--- config.mk ---
export PLATFORM = sky130hd
export DESIGN_NAME = ugbb_front
export DESIGN_NICKNAME = d
export VERILOG_FILES = /design/src/sv/ugbb_pkg.sv /design/src/sv/ugbb_front.sv
export SDC_FILE = /design/constraint.sdc
export NUM_CORES = 1
export LEC_CHECK = 0
export ABC_CLOCK_PERIOD_IN_PS = 4970
export BUFFER_PORTS_ARGS = -buffer_cell sky130_fd_sc_hd__buf_2
export CAP_MARGIN = 5
export CELL_PAD_IN_SITES_DETAIL_PLACEMENT = 0
export CELL_PAD_IN_SITES_GLOBAL_PLACEMENT = 1
export CORE_MARGIN = 2
export CORE_UTILIZATION = 45
export DETAILED_ROUTE_END_ITERATION = 6
export PLACE_DENSITY_LB_ADDON = 0.1
export SLEW_MARGIN = 20
export SYNTH_ARGS = -nofsm -noshare
export SYNTH_HDL_FRONTEND = slang
export SYNTH_SLANG_ARGS = --single-unit
export TNS_END_PERCENT = 100
--- constraint.sdc ---
create_clock -name i_clk -period 4.97 [get_ports i_clk]
set_clock_uncertainty 0.15 [all_clocks]
set_input_delay 0.497 -clock i_clk [delete_from_list [all_inputs] [get_ports i_clk]]
set_output_delay 0.497 -clock i_clk [all_outputs]
set_load 0.02 [all_outputs]
--- src/sv/ugbb_pkg.sv ---
// ----------------------------------------------------------------------------
// ugbb_pkg
// Shared types and codes for the uniform grid box binner.
// ----------------------------------------------------------------------------
package ugbb_pkg;

    localparam int COORD_W = 16;
    localparam int ID_W    = 16;
    // Cell index field width; covers grids of up to 256 columns or rows.
    localparam int IDX_W   = 8;

    typedef enum logic [1:0] {
        CMD_ADD   = 2'd0,
        CMD_CHECK = 2'd1,
        CMD_CLEAR = 2'd2,
        CMD_READ  = 2'd3
    } t_cmd;

    localparam logic [1:0] ST_OK       = 2'd0;
    localparam logic [1:0] ST_OFF_GRID = 2'd1;
    localparam logic [1:0] ST_OVERFLOW = 2'd2;

    typedef enum logic [0:0] {
        CFG_ORIGIN_X = 1'b0,
        CFG_ORIGIN_Y = 1'b1
    } t_cfg_reg;

    localparam logic signed [COORD_W-1:0] ORIGIN_RESET = -16'sd512;

    typedef enum logic [1:0] {
        JOB_STATUS = 2'd0,
        JOB_ADD    = 2'd1,
        JOB_CLEAR  = 2'd2,
        JOB_READ   = 2'd3
    } t_job_kind;

    // Work handed from the classifier to the grid engine. A read uses x0/y0
    // as the cell column and row.
    typedef struct packed {
        t_job_kind         kind;
        logic [1:0]        status;
        logic [IDX_W-1:0]  x0;
        logic [IDX_W-1:0]  y0;
        logic [IDX_W-1:0]  x1;
        logic [IDX_W-1:0]  y1;
        logic [ID_W-1:0]   id;
    } t_job;

endpackage

--- src/sv/ugbb_front.sv ---
// ----------------------------------------------------------------------------
// ugbb_front
// Takes commands, maps box corners to cells and classifies each command
// into a job for the grid engine.
// ----------------------------------------------------------------------------
module ugbb_front #(
    parameter int GRID_COLS = 32,
    parameter int GRID_ROWS = 32,
    parameter int CELL_SIZE = 32
) (
    input  logic                 i_clk,
    input  logic                 i_rst_n,
    input  logic signed [15:0]   i_origin_x,
    input  logic signed [15:0]   i_origin_y,
    input  logic                 i_init_done,
    input  logic                 i_in_valid,
    output logic                 o_in_ready,
    input  logic [1:0]           i_cmd,
    input  logic signed [15:0]   i_box_min_x,
    input  logic signed [15:0]   i_box_min_y,
    input  logic signed [15:0]   i_box_max_x,
    input  logic signed [15:0]   i_box_max_y,
    input  logic [15:0]          i_entity_id,
    input  logic [4:0]           i_cell_col,
    input  logic [4:0]           i_cell_row,
    output logic                 o_push,
    output ugbb_pkg::t_job       o_job,
    input  logic                 i_full
);

    // Exact floor(n / CELL_SIZE) for any 16-bit n: n * M >> S.
    localparam int     DIV_L  = $clog2(CELL_SIZE);
    localparam int     DIV_S  = 16 + DIV_L;
    localparam longint DIV_MV = ((longint'(1) << DIV_S) + CELL_SIZE - 1) / CELL_SIZE;
    localparam logic [16:0] DIV_M = 17'(DIV_MV);

    localparam logic signed [16:0] COLS_S = 17'(GRID_COLS);
    localparam logic signed [16:0] ROWS_S = 17'(GRID_ROWS);
    localparam logic [2:0]         K_LAST = 3'd4;

    typedef enum logic [1:0] {
        F_IDLE,
        F_DIV,
        F_PUSH
    } t_fstate;

    t_fstate             r_state;
    logic [2:0]          r_k;
    ugbb_pkg::t_cmd      r_cmd;
    logic signed [15:0]  r_coord [4];
    logic [15:0]         r_id;
    logic [4:0]          r_col;
    logic [4:0]          r_row;
    logic [15:0]         r_mag;
    logic                r_neg;
    logic signed [16:0]  r_q [4];

    logic                w_acc;
    logic signed [15:0]  w_org;
    logic signed [16:0]  w_diff;
    logic signed [16:0]  w_diff_neg;
    logic [15:0]         w_mag;
    logic [32:0]         w_prod;
    logic [15:0]         w_quo;
    logic signed [16:0]  w_qu;
    logic signed [16:0]  w_qs;
    logic                w_off;
    logic                w_inverted;
    logic                w_rd_off;
    ugbb_pkg::t_job      w_job;

    assign o_in_ready = (r_state == F_IDLE) && i_init_done;
    assign w_acc      = i_in_valid && o_in_ready;

    // Stage A: offset from origin, split into sign and magnitude.
    assign w_org      = r_k[0] ? i_origin_y : i_origin_x;
    assign w_diff     = 17'(r_coord[r_k[1:0]]) - 17'(w_org);
    assign w_diff_neg = -w_diff;
    assign w_mag      = w_diff[16] ? w_diff_neg[15:0] : w_diff[15:0];

    // Stage B: reciprocal multiply, sign restored (truncation toward zero).
    assign w_prod = 33'(r_mag) * 33'(DIV_M);
    assign w_quo  = 16'(w_prod >> DIV_S);
    assign w_qu   = signed'({1'b0, w_quo});
    assign w_qs   = r_neg ? -w_qu : w_qu;

    assign w_off      = r_q[0][16] || r_q[1][16] || (r_q[2] >= COLS_S) || (r_q[3] >= ROWS_S);
    assign w_inverted = (r_q[0] > r_q[2]) || (r_q[1] > r_q[3]);
    assign w_rd_off   = (9'(r_col) >= 9'(GRID_COLS)) || (9'(r_row) >= 9'(GRID_ROWS));

    always_comb begin
        w_job    = '0;
        w_job.id = r_id;
        unique case (r_cmd)
            ugbb_pkg::CMD_CLEAR: begin
                w_job.kind   = ugbb_pkg::JOB_CLEAR;
                w_job.status = ugbb_pkg::ST_OK;
            end
            ugbb_pkg::CMD_READ: begin
                if (w_rd_off) begin
                    w_job.kind   = ugbb_pkg::JOB_STATUS;
                    w_job.status = ugbb_pkg::ST_OFF_GRID;
                end else begin
                    w_job.kind = ugbb_pkg::JOB_READ;
                    w_job.x0   = ugbb_pkg::IDX_W'(r_col);
                    w_job.y0   = ugbb_pkg::IDX_W'(r_row);
                end
            end
            ugbb_pkg::CMD_ADD, ugbb_pkg::CMD_CHECK: begin
                if (w_off) begin
                    w_job.kind   = ugbb_pkg::JOB_STATUS;
                    w_job.status = ugbb_pkg::ST_OFF_GRID;
                end else if (r_cmd == ugbb_pkg::CMD_CHECK || w_inverted) begin
                    w_job.kind   = ugbb_pkg::JOB_STATUS;
                    w_job.status = ugbb_pkg::ST_OK;
                end else begin
                    w_job.kind = ugbb_pkg::JOB_ADD;
                    w_job.x0   = ugbb_pkg::IDX_W'(r_q[0]);
                    w_job.y0   = ugbb_pkg::IDX_W'(r_q[1]);
                    w_job.x1   = ugbb_pkg::IDX_W'(r_q[2]);
                    w_job.y1   = ugbb_pkg::IDX_W'(r_q[3]);
                end
            end
        endcase
    end

    assign o_push = (r_state == F_PUSH) && !i_full;
    assign o_job  = w_job;

    always_ff @(posedge i_clk) begin
        if (!i_rst_n) begin
            r_state <= F_IDLE;
            r_k     <= '0;
        end else begin
            unique case (r_state)
                F_IDLE: begin
                    if (w_acc) begin
                        r_cmd      <= ugbb_pkg::t_cmd'(i_cmd);
                        r_coord[0] <= i_box_min_x;
                        r_coord[1] <= i_box_min_y;
                        r_coord[2] <= i_box_max_x;
                        r_coord[3] <= i_box_max_y;
                        r_id       <= i_entity_id;
                        r_col      <= i_cell_col;
                        r_row      <= i_cell_row;
                        r_k        <= '0;
                        if (i_cmd == ugbb_pkg::CMD_ADD || i_cmd == ugbb_pkg::CMD_CHECK) begin
                            r_state <= F_DIV;
                        end else begin
                            r_state <= F_PUSH;
                        end
                    end
                end
                F_DIV: begin
                    if (r_k != K_LAST) begin
                        r_mag <= w_mag;
                        r_neg <= w_diff[16];
                    end
                    if (r_k != '0) begin
                        r_q[2'(r_k - 3'd1)] <= w_qs;
                    end
                    if (r_k == K_LAST) begin
                        r_state <= F_PUSH;
                    end else begin
                        r_k <= r_k + 3'd1;
                    end
                end
                F_PUSH: begin
                    if (!i_full) begin
                        r_state <= F_IDLE;
                    end
                end
                default: r_state <= F_IDLE;
            endcase
        end
    end

endmodule

==> flow_summary.yaml <==
synth:
  synth_ff_type: "edfxtp_1"
  synth_cells: 649
  synth_top_family_by_area: "simple AND/OR/NAND/NOR gates"
  synth_seq_cells: 179
  syn-num-nets: 834
  yosysTopAreaCellShare_pct: 57.9
  synth_area_sq_um: 8920
  synth_cell_types: 66
  netlist_top_cells_area: "edfxtp_1, ha_1, mux4_2"
  synth_edf_count: 172
  synth.avg_cell_area_sq_um: 13.7
  synth_async_sr_flop_share_pct: 0
  synthSimpleGateAreaFrac_pct: 10.5
  seq_area_frac_synth_pct: 59.5
  ys_warn_count: 0
  synthMuxAreaShare_pct: 5.98
  synth_compound_area_share_pct: 9.83
  synthAdderAreaFrac_pct: 7.94
  synth.largest_area_cell: "edfxtp_1"
  synth_xor_xnor_area_share_pct: 2.83
place:
  routabilityCongestion: 0.839
  dp_hpwl_mm: 13.9
  post_dp_cell_area_sq_um: 10100
  port_buffers: 181
setup_path:
  crit_chain: "ha_1, a21o_1, a21o_1, a211oi_1, o21ai_1, a221oi_2, a21oi_2, buf_4, nor3_4, and2_1, buf_2"
  cp-end-kind: "output pin"
  worstPathArrival_ns: 3.57
  crit_top_cell: "a21o_1"
  cp-start-kind: "flip-flop"
  worstPathMaxFanout: 20
  cp.required_ns: 4.32
  crit_path_max_incr_delay_ns: 0.56
  path_buf_inv: 2
  critPathSlowestCell: "nor3_4"
  setup.worst_path.class: "reg2out"
  critPathTopFamily: "compound AO/OA/AOI/OAI gates"
layout:
  drive_gt1_share_pct: 32.4
  multi_input_area_sq_um: 3340
  fin_nets: 1020
  diodes: 0
  fillers: 1630
  design_area_sq_um: 10800
  area_growth_pct: 20.8
  regArea_sq_um: 5310
power_and_ir_drop:
  p_seq_share_pct: 48.2
  cellPowerDensity_nw_per_um2: 331
  switchingPower_mw: 0.826
  peakVddDrop_mv: 0.234
  cellLeakagePower_nw: 4.26
  p_int_mw: 2.74
  p_clk_share_pct: 40.9
  total_power_mw: 3.56
  switching_share_pct: 23.2
  combPwrFrac_pct: 10.9
route:
  drt-wirelength-per-cell_microns: 16.1
  wl_mm: 17.9
  drc: 0
  drt_first_pass_iters: 5
  vias: 5748
  ant_nets: 0
  first_iter_violations: 275
  vias_per_cell: 5.16
clock_tree:
  numCtsBuffers: 17
  clockBufferDepth: 2
  ctsHtreeMaxLevel: 4
  cts_tree: "done"
  cts.sinks: 179
  post_cts_resized: 0
  root_buffer: "clkbuf_16"
  ctsHoldBuffers: 0
  clkLatencyLatePin_ns: 0.44
  clkTransAtPathRegs_ns: 0.07
  post_cts_buffers: 0
sta:
  fin_crit_sh_pct: 84.9
  tightest_slew_ns: 0.872
  rsz0062_at_grt: "false"
  setup_viol: 0
  hold_viol: 0
  max_freq_mhz: 237
  min_period_ns: 4.22
  slew_violations: 0
  max_slew_margin_pct: 41.9
  fin_tns_setup_ns: 0
floorplan:
  die_w_microns: 145
  dieArea_sq_um: 21000
  start_util_pct: 45.8
  core_area_sq_um: 19500
  dieHeight_microns: 145
  num_rows: 51
  num_io_pins: 183
grt:
  track_usage_pct: 17.6
  grt_pass1_wl_mm: 27.9
  grt_max_degree: 65
  grt_pass1_vias: 5760
  grt-ovfl-total: 0
  antenna_found_initial: 0
run:
  maxCapViolCount: 0
status:
  status: "complete, no violations"
min_path:
  min_path_type: "in2reg"
## synthesized netlist by cell type (2+ instances only)
cell type and number:
a211oi_1 4, a21o_1 15, a21oi_1 28, a31oi_1 10, a32o_1 5, and2_1 15, buf_2 6, buf_4 2
clkbuf_1 13, dfxtp_1 7, edfxtp_1 172, ha_1 55, inv_1 51, mux2_2 2, mux2i_1 15, mux4_2 16
nand2_1 23, nand2b_1 6, nand3_1 18, nand4_1 9, nor2_1 36, nor2_2 2, nor2b_1 5, nor3_1 7
nor4_1 10, nor4_2 11, o2111ai_1 3, o211a_1 3, o211ai_1 4, o21a_1 2, o21ai_0 12, o21ai_1 3
o31a_1 7, o31ai_1 5, o41ai_2 5, or2_1 2, or3_1 4, or4_1 3, xnor2_1 21, xor2_1 6
## power by group through the flow
| stage | registers, mW | clock network, mW | logic (mW) |
|---|---|---|---|
| 2_1_floorplan | 1.75 | 0 | 0.271 |
| 3_3_place_gp | 1.75 | 0 | 0.384 |
| 3_5_place_dp | 1.75 | 0 | 0.391 |
| 4_1_cts | 1.72 | 1.49 | 0.393 |
| 5_1_grt | 1.72 | 1.54 | 0.436 |
| 6_report | 1.72 | 1.46 | 0.389 |
## worst paths after layout
kind | start | to | slack [ns] | depth (start not counted)
setup reg to reg | flip-flop | r_mag[15]$_DFFE_PP_ | 0.96 | 12
hold / removal | i_box_min_x[3] | r_coord[0][3]$_DFFE_PP_ | 0.07 | 1
setup / recovery | r_q[0][2]$_DFFE_PP_ | o_job[16] | 0.75 | 11
hold reg to reg | r_state[1]$_SDFFE_PN0P_ | r_state[0]$_SDFFE_PN0P_ | 0.37 | 1
## per-layer routing
layer	GRT usage [%]	share of wire [%]
met1	21.2	42
met2	31.5	53
met3	3.42	3.4
met4	6.03	1.5
met5	0	0
## stage by stage
| stage | instances | setup slack, ns | util, % | hold WS, ns |
|---|---|---|---|---|
| floorplan | 649 | 0.712 | - | 0.304 |
| global placement | 1081 | 0.952 | 52.1 | 0.332 |
| detailed placement | 1081 | 0.883 | 52.1 | 0.356 |
| CTS | 1113 | 0.708 | 55.4 | 0.0576 |
| global route | 1113 | 0.526 | 55.4 | 0.0583 |
| finish | 1113 | 0.752 | 55.4 | 0.0704 |
## sequential cells by signal, summed over array words and instances, names as in the netlist, named ones only
register  flops
r_k           3
r_mag        11
r_col         5
r_cmd         2
r_q          68
r_neg         1
r_coord      64
r_state       2
r_id         16
r_row         5
## cell families (layout without fill, tap and decap cells)
group / Yosys count / count (layout)
adder cells (fa/ha/maj): 56 / 56
flip-flops: 179 / 179
buffers and inverters: 74 / 273
other: 1 / 1
multiplexers: 33 / 33
XOR/XNOR: 28 / 28
AND/OR/NAND/NOR: 160 / 160
AO/OA/AOI/OAI: 118 / 118
## layout by cell type (no fill, tap or decap), types with 4 or more instances in the layout
cell type / count
buf_2: 181
edfxtp_1: 172
ha_1: 55
inv_1: 51
nor2_1: 34
a21oi_1: 25
nand2_1: 23
xnor2_1: 21
nand3_1: 18
clkbuf_16: 17
mux4_2: 16
mux2i_1: 15
a21o_1: 15
and2_1: 15
o21ai_0: 12
nor4_2: 11
nor4_1: 10
a31oi_1: 10
nand4_1: 9
buf_4: 9
nor3_1: 7
o31a_1: 7
dfxtp_1: 7
nand2b_1: 6
xor2_1: 6
nor2b_1: 5
o31ai_1: 5
a32o_1: 5
o41ai_2: 5
o211ai_1: 4
a211oi_1: 4
or3_1: 4
bufinv_16: 4
inv_8: 4
## final cells by class
type	instances	share of cell area [%]
Inverter	51	1.78
Multi-Input combinational cell	396	30.9
Clock inverter	14	1.97
Timing Repair Buffer	190	9.03
Tap cell	265	3.08
Sequential cell	179	49.2
Clock buffer	18	3.98
Note: power is estimated with default switching activity, not from simulation.
