`src/sv/ugbb_pkg.sv`:
```
// ----------------------------------------------------------------------------
// ugbb_pkg
// Shared types and codes for the uniform grid box binner.
// ----------------------------------------------------------------------------
package ugbb_pkg;

    localparam int COORD_W = 16;
    localparam int ID_W    = 16;
    // Cell index field width; covers grids of up to 256 columns or rows.
    localparam int IDX_W   = 8;

    typedef enum logic [1:0] {
        CMD_ADD   = 2'd0,
        CMD_CHECK = 2'd1,
        CMD_CLEAR = 2'd2,
        CMD_READ  = 2'd3
    } t_cmd;

    localparam logic [1:0] ST_OK       = 2'd0;
    localparam logic [1:0] ST_OFF_GRID = 2'd1;
    localparam logic [1:0] ST_OVERFLOW = 2'd2;

    typedef enum logic [0:0] {
        CFG_ORIGIN_X = 1'b0,
        CFG_ORIGIN_Y = 1'b1
    } t_cfg_reg;

    localparam logic signed [COORD_W-1:0] ORIGIN_RESET = -16'sd512;

    typedef enum logic [1:0] {
        JOB_STATUS = 2'd0,
        JOB_ADD    = 2'd1,
        JOB_CLEAR  = 2'd2,
        JOB_READ   = 2'd3
    } t_job_kind;

    // Work handed from the classifier to the grid engine. A read uses x0/y0
    // as the cell column and row.
    typedef struct packed {
        t_job_kind         kind;
        logic [1:0]        status;
        logic [IDX_W-1:0]  x0;
        logic [IDX_W-1:0]  y0;
        logic [IDX_W-1:0]  x1;
        logic [IDX_W-1:0]  y1;
        logic [ID_W-1:0]   id;
    } t_job;

endpackage

```
`src/sv/ugbb_fifo.sv`:
```
// ----------------------------------------------------------------------------
// ugbb_fifo
// Short job queue between the classifier and the grid engine.
// ----------------------------------------------------------------------------
module ugbb_fifo #(
    parameter int DEPTH = 2
) (
    input  logic          i_clk,
    input  logic          i_rst_n,
    input  logic          i_push,
    input  ugbb_pkg::t_job i_job,
    output logic          o_full,
    input  logic          i_pop,
    output ugbb_pkg::t_job o_job,
    output logic          o_empty
);

    localparam int PTR_W = (DEPTH > 1) ? $clog2(DEPTH) : 1;

    ugbb_pkg::t_job   r_mem [DEPTH];
    logic [PTR_W-1:0] r_wr;
    logic [PTR_W-1:0] r_rd;
    logic [PTR_W:0]   r_cnt;

    assign o_full  = (r_cnt == (PTR_W+1)'(DEPTH));
    assign o_empty = (r_cnt == '0);
    assign o_job   = r_mem[r_rd];

    always_ff @(posedge i_clk) begin
        if (i_push) begin
            r_mem[r_wr] <= i_job;
        end
    end

    always_ff @(posedge i_clk) begin
        if (!i_rst_n) begin
            r_wr  <= '0;
            r_rd  <= '0;
            r_cnt <= '0;
        end else begin
            if (i_push) begin
                r_wr <= (r_wr == PTR_W'(DEPTH - 1)) ? '0 : r_wr + 1'b1;
            end
            if (i_pop) begin
                r_rd <= (r_rd == PTR_W'(DEPTH - 1)) ? '0 : r_rd + 1'b1;
            end
            if (i_push && !i_pop) begin
                r_cnt <= r_cnt + 1'b1;
            end else if (i_pop && !i_push) begin
                r_cnt <= r_cnt - 1'b1;
            end
        end
    end

endmodule

```
`config.mk`:
```
export PLATFORM = sky130hd
export DESIGN_NAME = ugbb_fifo
export DESIGN_NICKNAME = d
export VERILOG_FILES = /design/src/sv/ugbb_pkg.sv /design/src/sv/ugbb_fifo.sv
export SDC_FILE = /design/constraint.sdc
export NUM_CORES = 1
export LEC_CHECK = 0
export BUFFER_PORTS_ARGS = -buffer_cell sky130_fd_sc_hd__clkbuf_2
export CORE_MARGIN = 10
export CORE_UTILIZATION = 50
export CTS_BUF_LIST = sky130_fd_sc_hd__clkbuf_16
export DETAILED_ROUTE_END_ITERATION = 10
export PLACE_DENSITY_LB_ADDON = 0.25
export SYNTH_ARGS = -nofsm -noshare
export SYNTH_HDL_FRONTEND = slang
export SYNTH_SLANG_ARGS = --single-unit
```
`constraint.sdc`:
```
create_clock -name i_clk -period 4.18 [get_ports i_clk]
set_clock_uncertainty 0.1 [all_clocks]
set_input_delay 0.209 -clock i_clk [delete_from_list [all_inputs] [get_ports i_clk]]
set_output_delay 0.209 -clock i_clk [all_outputs]
set_load 0.005 [all_outputs]
```
==> results of run 1 <==
## area by class of cell
cell class,count,area [um2],share of cell area [%]
Clock buffer,9,225,4.12
Clock inverter,7,90.1,1.65
Inverter,1,3.75,0.0686
Multi-Input combinational cell,68,709,13.0
Sequential cell,109,3220,59.0
Tap cell,102,128,2.33
Timing Repair Buffer,164,1090,19.9
## per-stage QoR
stage / instance area, um2 / utilization [%]
floorplan: 3970 / -
global placement: 4630 / 60.0
detailed placement: 4630 / 60.0
CTS: 5470 / 70.8
global route: 5470 / 70.8
finish: 5470 / 70.8
## worst max-delay path, delay by kind of cell (launching register included)
kind                   cells  cell delay [ns]
DFF                        1             0.69
buffers and inverters      2             0.59
muxes                      1             0.41
## sequential cells by signal (all words and copies together) (netlist names), named ones only
signal and count:
r_cnt 2, r_mem 104, r_rd 1, r_wr 1
## cell usage in the layout, fill, tap and decap left out
master / instances
a21boi_1: 1
and2_1: 3
and2_2: 1
and2b_2: 1
buf_4: 3
bufinv_16: 2
clkbuf_16: 9
clkbuf_2: 109
clkinv_1: 1
clkinv_2: 1
clkinv_4: 1
dfxtp_1: 4
dfxtp_2: 1
dlygate4sd3_1: 52
edfxtp_1: 104
ha_1: 1
inv_1: 2
inv_6: 1
mux2_2: 52
nor2_1: 1
nor2b_1: 1
nor2b_4: 1
o21a_1: 1
o21ai_0: 1
or3_1: 1
xnor2_1: 1
xor2_1: 2
## report_power, final
group	internal, uW	switching (uW)	leakage, uW
registers	1260	23.9	0.00102
logic	148	111	0.000943
clock network	523	349	0.000159
## cell families after synthesis
logic type / share of synthesized area [%]
AOI/OAI and AO/OA: 0.504
and+or+nand+nor: 1.42
muxes: 14.7
buffers and inverters: 1.17
DFF: 81.2
xor gates and xnor gates: 0.662
adders and majority gates: 0.315
## worst max path at each step
stage | from | to | slack, ns | cells after the start
2_1_floorplan | r_wr | r_mem[0][0] | 0.96 | 1
3_3_place_gp | i_push | r_mem[0][1] | 2.15 | 3
3_5_place_dp | i_push | r_mem[0][6] | 2.16 | 3
4_1_cts | register | o_job[37] | 1.81 | 3
5_1_grt | register | o_job[37] | 1.70 | 3
6_report | register | o_job[37] | 1.83 | 3
## timing repair
| item | in CTS | in global routing |
|---|---|---|
| setup endpoints to repair | 0 | 0 |
| endpoints found under the hold margin | 104 | 0 |
| hold buffers | 52 | 0 |
| gates resized for setup | 0 | 0 |
## metal layers
metal  GRT usage (%)  up-vias  part of all wire (%)
met2            24.0       77                    51
met1            15.2     1076                    39
li1                -     1062                     -
met5               0        -                     0
met3            5.37        5                   8.9
met4            5.08        0                  0.81
==> out/results.tsv, run 1 <==
stage	metric	value	unit
status	status	complete, no violations	
timing	Period minus WS final	2.35	ns
synth	Netlist cell types	17	
placed_design	input/output buffers	109	
final_layout	final-stage net count	410	
clock_tree	clk slew on worst S/H paths	0.07	ns
power	Pwr Density	442	nW/um2
detailed_routing	DRC	0	
min_path	Hold WC Path Type	primary input to register	
floorplan	Starting Density	51.4	%
critical_path	FF-to-FF End	r_mem[0][26]	
critical_path	WP data required	3.87	ns
critical_path	crit path max fanout	29	
timing	Fmax	425	MHz
detailed_routing	Pre-antenna DRT Iters	6	
clock_tree	root buf cell	clkbuf_16	
detailed_routing	via count	2220	
synth	number of synthesized register bits	109	
critical_path	Startpoint Class	register	
clock_tree	CTS Sinks	109	
power	peak supply drop	0.280	mV
grt	wire length of the first global-routing pass	12700	um
final_layout	Fillers	510	
final_layout	layout cells sized above 1	50.8	%
critical_path	reg2reg path depth	2	
clock_tree	TritonCTS clock tree	yes	
timing	fin crit share	56.3	%
floorplan	die footprint	11900	um2
clock_tree	H-tree levels	3	
power	P_leak	0.00212	uW
critical_path	Worst path slowest cell	dfxtp_2	
detailed_routing	WL/cell	17.4	um
grt	largest net degree at the start of global routing	34	
timing	fin worst setup slack	1.83	ns
clock_tree	Setup Fix Bufs, Post-CTS	0	
synth	sequential share of the synthesized area	81.2	%
grt	Total GRT Usage	13.9	%
critical_path	delay of the slowest critical-path stage	0.69	ns
timing	Final Hold Vio Count	0	
detailed_routing	post-route ant nets	0	
min_path	hold_sp	i_rst_n	
timing	Max transition margin	38.0	%
floorplan	core region area	7730	um2
timing	Slew @ Worst Pin	0.928	ns
timing	worst hold slack	0.0443	ns
grt	initial antenna violation count	0	
critical_path	critical path arrival	2.05	ns
power	total power	2410	uW
synth	post-synth top area share	78.7	%
synth	Synth area leader	edfxtp_1	
grt	grt ovf	0	
final_layout	Final Non-Filler Cells	460	
synth	ys flop type	edfxtp_1	
clock_tree	clk_lat worst skew	0.33	ns
placed_design	placed cells	392	
min_path	Cells on Worst Hold Path	2	
critical_path	worst path cell trace	buf_4 -> mux2_2 -> clkbuf_2	
synth	Synth Cell Area	3970	um2
critical_path	R2R setup slack	2.23	ns
synth	Post-synth EDFFs	104	
timing	setup violators final	0	
floorplan	Site Rows	32	
synth	fraction of registers with async set/reset	0	%
floorplan	Die H	109	um
placed_design	gp weighted congestion	0.691	
final_layout	# diodes	0	
synth	top-count cell post-synth	edfxtp_1	
min_path	Hold Path Sink	r_cnt[0]	
floorplan	Die Wd	109	um
critical_path	Setup crit end kind	output port	
final_layout	Area growth, synth to finish	37.8	%
grt	number of global-route vias before repair	2485	
job	Max Cap Viol	0	
placed_design	pre-CTS setup slack	2.16	ns
synth	synth cell count leaders	104 x edfxtp_1, 52 x mux2_2, 5 x buf_4, 5 x dfxtp_1, 4 x and2_1	
detailed_routing	Avg Vias per Cell	4.83	
critical_path	RR Startpoint	r_wr	
clock_tree	clock buffer count from CTS	9	
synth	ranking of synthesized cells by area	edfxtp_1 79%, mux2_2 15%, dfxtp_1 2.5%, buf_4 0.95%, and2_1 0.63%	
synth	syn_nets	241	
timing	RSZ-0062 raised after global routing	false	
synth	Avg Inst Size Synth	21.6	um2
floorplan	Boundary Pins	110	
synth	number of standard cells after synthesis	184	
detailed_routing	Routed Wire Length	7990	um
synth	Ys Warns	0	
timing	Slew Viols, Final	0	
timing	post-route setup TNS	0	ns
critical_path	CP Class	register to output port	
detailed_routing	Detailed Route Iter0 Violations	69	
clock_tree	maximum root-to-sink buffer count	2	
(Power assumes the default switching activity.)
==> inputs of run 2 (changes only) <==
--- a/config.mk
+++ b/config.mk
@@ -7,7 +7,7 @@
 export LEC_CHECK = 0
 export BUFFER_PORTS_ARGS = -buffer_cell sky130_fd_sc_hd__clkbuf_2
 export CORE_MARGIN = 10
-export CORE_UTILIZATION = 50
+export CORE_UTILIZATION = 46
 export CTS_BUF_LIST = sky130_fd_sc_hd__clkbuf_16
 export DETAILED_ROUTE_END_ITERATION = 10
 export PLACE_DENSITY_LB_ADDON = 0.25
==> constraint.sdc (replaced) <==
create_clock -name i_clk -period 2.1 [get_ports i_clk]
set_clock_uncertainty 0.1 [all_clocks]
set_input_delay 0.105 -clock i_clk [delete_from_list [all_inputs] [get_ports i_clk]]
set_output_delay 0.105 -clock i_clk [all_outputs]
set_load 0.005 [all_outputs]
==> out/results.tsv, run 2 (synthesized netlist as in run 1, its figures left out) <==
stage	metric	value	unit
placed_design	gp weighted congestion	0.652	
critical_path	WP data required	1.89	ns
power	P_leak	0.00213	uW
status	status	complete, no violations	
placed_design	input/output buffers	109	
critical_path	CP top delay family	buffers and inverters	
floorplan	die footprint	12700	um2
timing	Fmax	586	MHz
floorplan	Die Wd	113	um
clock_tree	maximum root-to-sink buffer count	2	
grt	largest net degree at the start of global routing	29	
detailed_routing	Detailed Route Iter0 Violations	85	
power	switching pwr	991	uW
floorplan	Starting Density	47.8	%
detailed_routing	post-route ant nets	0	
floorplan	core region area	8300	um2
timing	Slew Viols, Final	0	
clock_tree	clk_lat worst skew	0.33	ns
detailed_routing	DRC	0	
clock_tree	TritonCTS clock tree	yes	
power	Comb pwr share	11.4	%
timing	worst hold slack	0.0282	ns
critical_path	Startpoint Class	register	
final_layout	Fillers	586	
grt	number of global-route vias before repair	2471	
placed_design	pre-CTS setup slack	0.728	ns
floorplan	Die H	113	um
power	share of power burned in registers	53.6	%
critical_path	delay of the slowest critical-path stage	0.40	ns
power	clock power share	35.0	%
power	peak supply drop	0.538	mV
floorplan	Boundary Pins	110	
detailed_routing	Routed Wire Length	7970	um
detailed_routing	Pre-antenna DRT Iters	4	
final_layout	register bank with the most flops	r_mem	
min_path	Hold WC Path Type	primary input to register	
critical_path	Worst path slowest cell	mux2_2	
detailed_routing	via count	2251	
clock_tree	H-tree levels	3	
power	total power	4730	uW
final_layout	Regs by FF count	r_mem: 104 flops, r_cnt: 2 flops	
final_layout	design area	5490	um2
final_layout	Final Non-Filler Cells	467	
detailed_routing	WL/cell	17.1	um
job	Max Cap Viol	0	
final_layout	Area growth, synth to finish	38.3	%
final_layout	commonest non-fill, non-tap cell in the layout	clkbuf_2	
final_layout	layout cells sized above 1	51.4	%
critical_path	Setup crit end kind	output port	
floorplan	Site Rows	33	
grt	Total GRT Usage	12.4	%
critical_path	Critical Path Stages	3	
placed_design	dpl hpwl	5390	um
critical_path	reg2reg path depth	2	
final_layout	max FFs per register	104	
critical_path	crit path max fanout	27	
grt	initial antenna violation count	0	
timing	setup violators final	0	
clock_tree	root buf cell	clkbuf_16	
timing	Max transition margin	74.6	%
grt	grt ovf	0	
power	Pwr Density	862	nW/um2
power	switch share	20.9	%
final_layout	final-stage net count	414	
final_layout	# diodes	0	
grt	wire length of the first global-routing pass	12700	um
final_layout	commonest non-fill, non-tap cells in the layout	109 x clkbuf_2, 104 x edfxtp_1, 53 x dlygate4sd3_1	
power	internal power	3740	uW
critical_path	WP buf/inv	2	
timing	Final Hold Vio Count	0	
clock_tree	CTS Sinks	109	
critical_path	worst path cell trace	buf_4 -> mux2_2 -> clkbuf_2	
min_path	Cells on Worst Hold Path	3	
timing	fin crit share	81.3	%
clock_tree	clock buffer count from CTS	9	
timing	RSZ-0062 raised after global routing	false	
clock_tree	Setup Fix Bufs, Post-CTS	0	
clock_tree	clk slew on worst S/H paths	0.07	ns
timing	Slew @ Worst Pin	0.381	ns
timing	fin worst setup slack	0.394	ns
timing	Period minus WS final	1.71	ns
detailed_routing	Avg Vias per Cell	4.82	
placed_design	Area after DPL	4660	um2
critical_path	critical path arrival	1.50	ns
placed_design	placed cells	398	
critical_path	CP Class	register to output port	
[run 2: cell count changes in the layout (fill, tap and decap cells not counted)]
cell           previous run  this run
buf_4                     3         6
clkinv_4                  1         2
inv_1                     2         1
dlygate4sd3_1            52        53
bufinv_16                 2         1
inv_6                     1         2
[run 2: repair_timing]
action,CTS,global route
hold buffers,53,0
gates resized for setup,0,0
hold endpoints to repair,109,0
[run 2: through the flow]
stage	setup TNS [ns]	utilization, %
floorplan	-2.18	-
global placement	0	56.1
detailed placement	0	56.1
CTS	0	66.1
global route	0	66.1
finish	0	66.1
[run 2: final timing paths]
| check | from | end | slack (ns) |
|---|---|---|---|
| worst min register to register | r_cnt[1] | r_cnt[1] | 0.41 |
| worst max register to register | r_wr | r_mem[1][13] | 0.76 |
| worst min-delay path | i_pop | r_rd | 0.03 |
| worst max-delay path | register | o_job[12] | 0.39 |
[run 2: layer usage]
| layer | up-vias | routed length, um | GRT usage [%] |
|---|---|---|---|
| met5 | - | 0 | 0 |
| met4 | 0 | 51 | 3.81 |
| met3 | 8 | 743 | 5.65 |
| met2 | 75 | 3870 | 20.2 |
| met1 | 1104 | 3300 | 14.3 |
| li1 | 1064 | - | - |
[run 2: area by class of cell]
cell class	instances	area [um2]	share of cell area, %
Clock buffer	9	225	4.10
Clock inverter	7	73.8	1.34
Inverter	1	3.75	0.0684
Multi-Input combinational cell	68	709	12.9
Sequential cell	109	3220	58.7
Tap cell	105	131	2.39
Timing Repair Buffer	168	1120	20.4
[run 2: tightest hold or removal path, stage by stage]
cell and delay (ns):
clkbuf_2 0.10, xor2_1 0.07, and2_1 0.14
[run 2: power groups by stage]
stage	clock, uW	combinational, uW	sequential (uW)
finish	1660	538	2540
floorplan	0	247	2580
global route	1790	593	2550
detailed placement	0	471	2590
CTS	1710	553	2540
global placement	0	463	2580
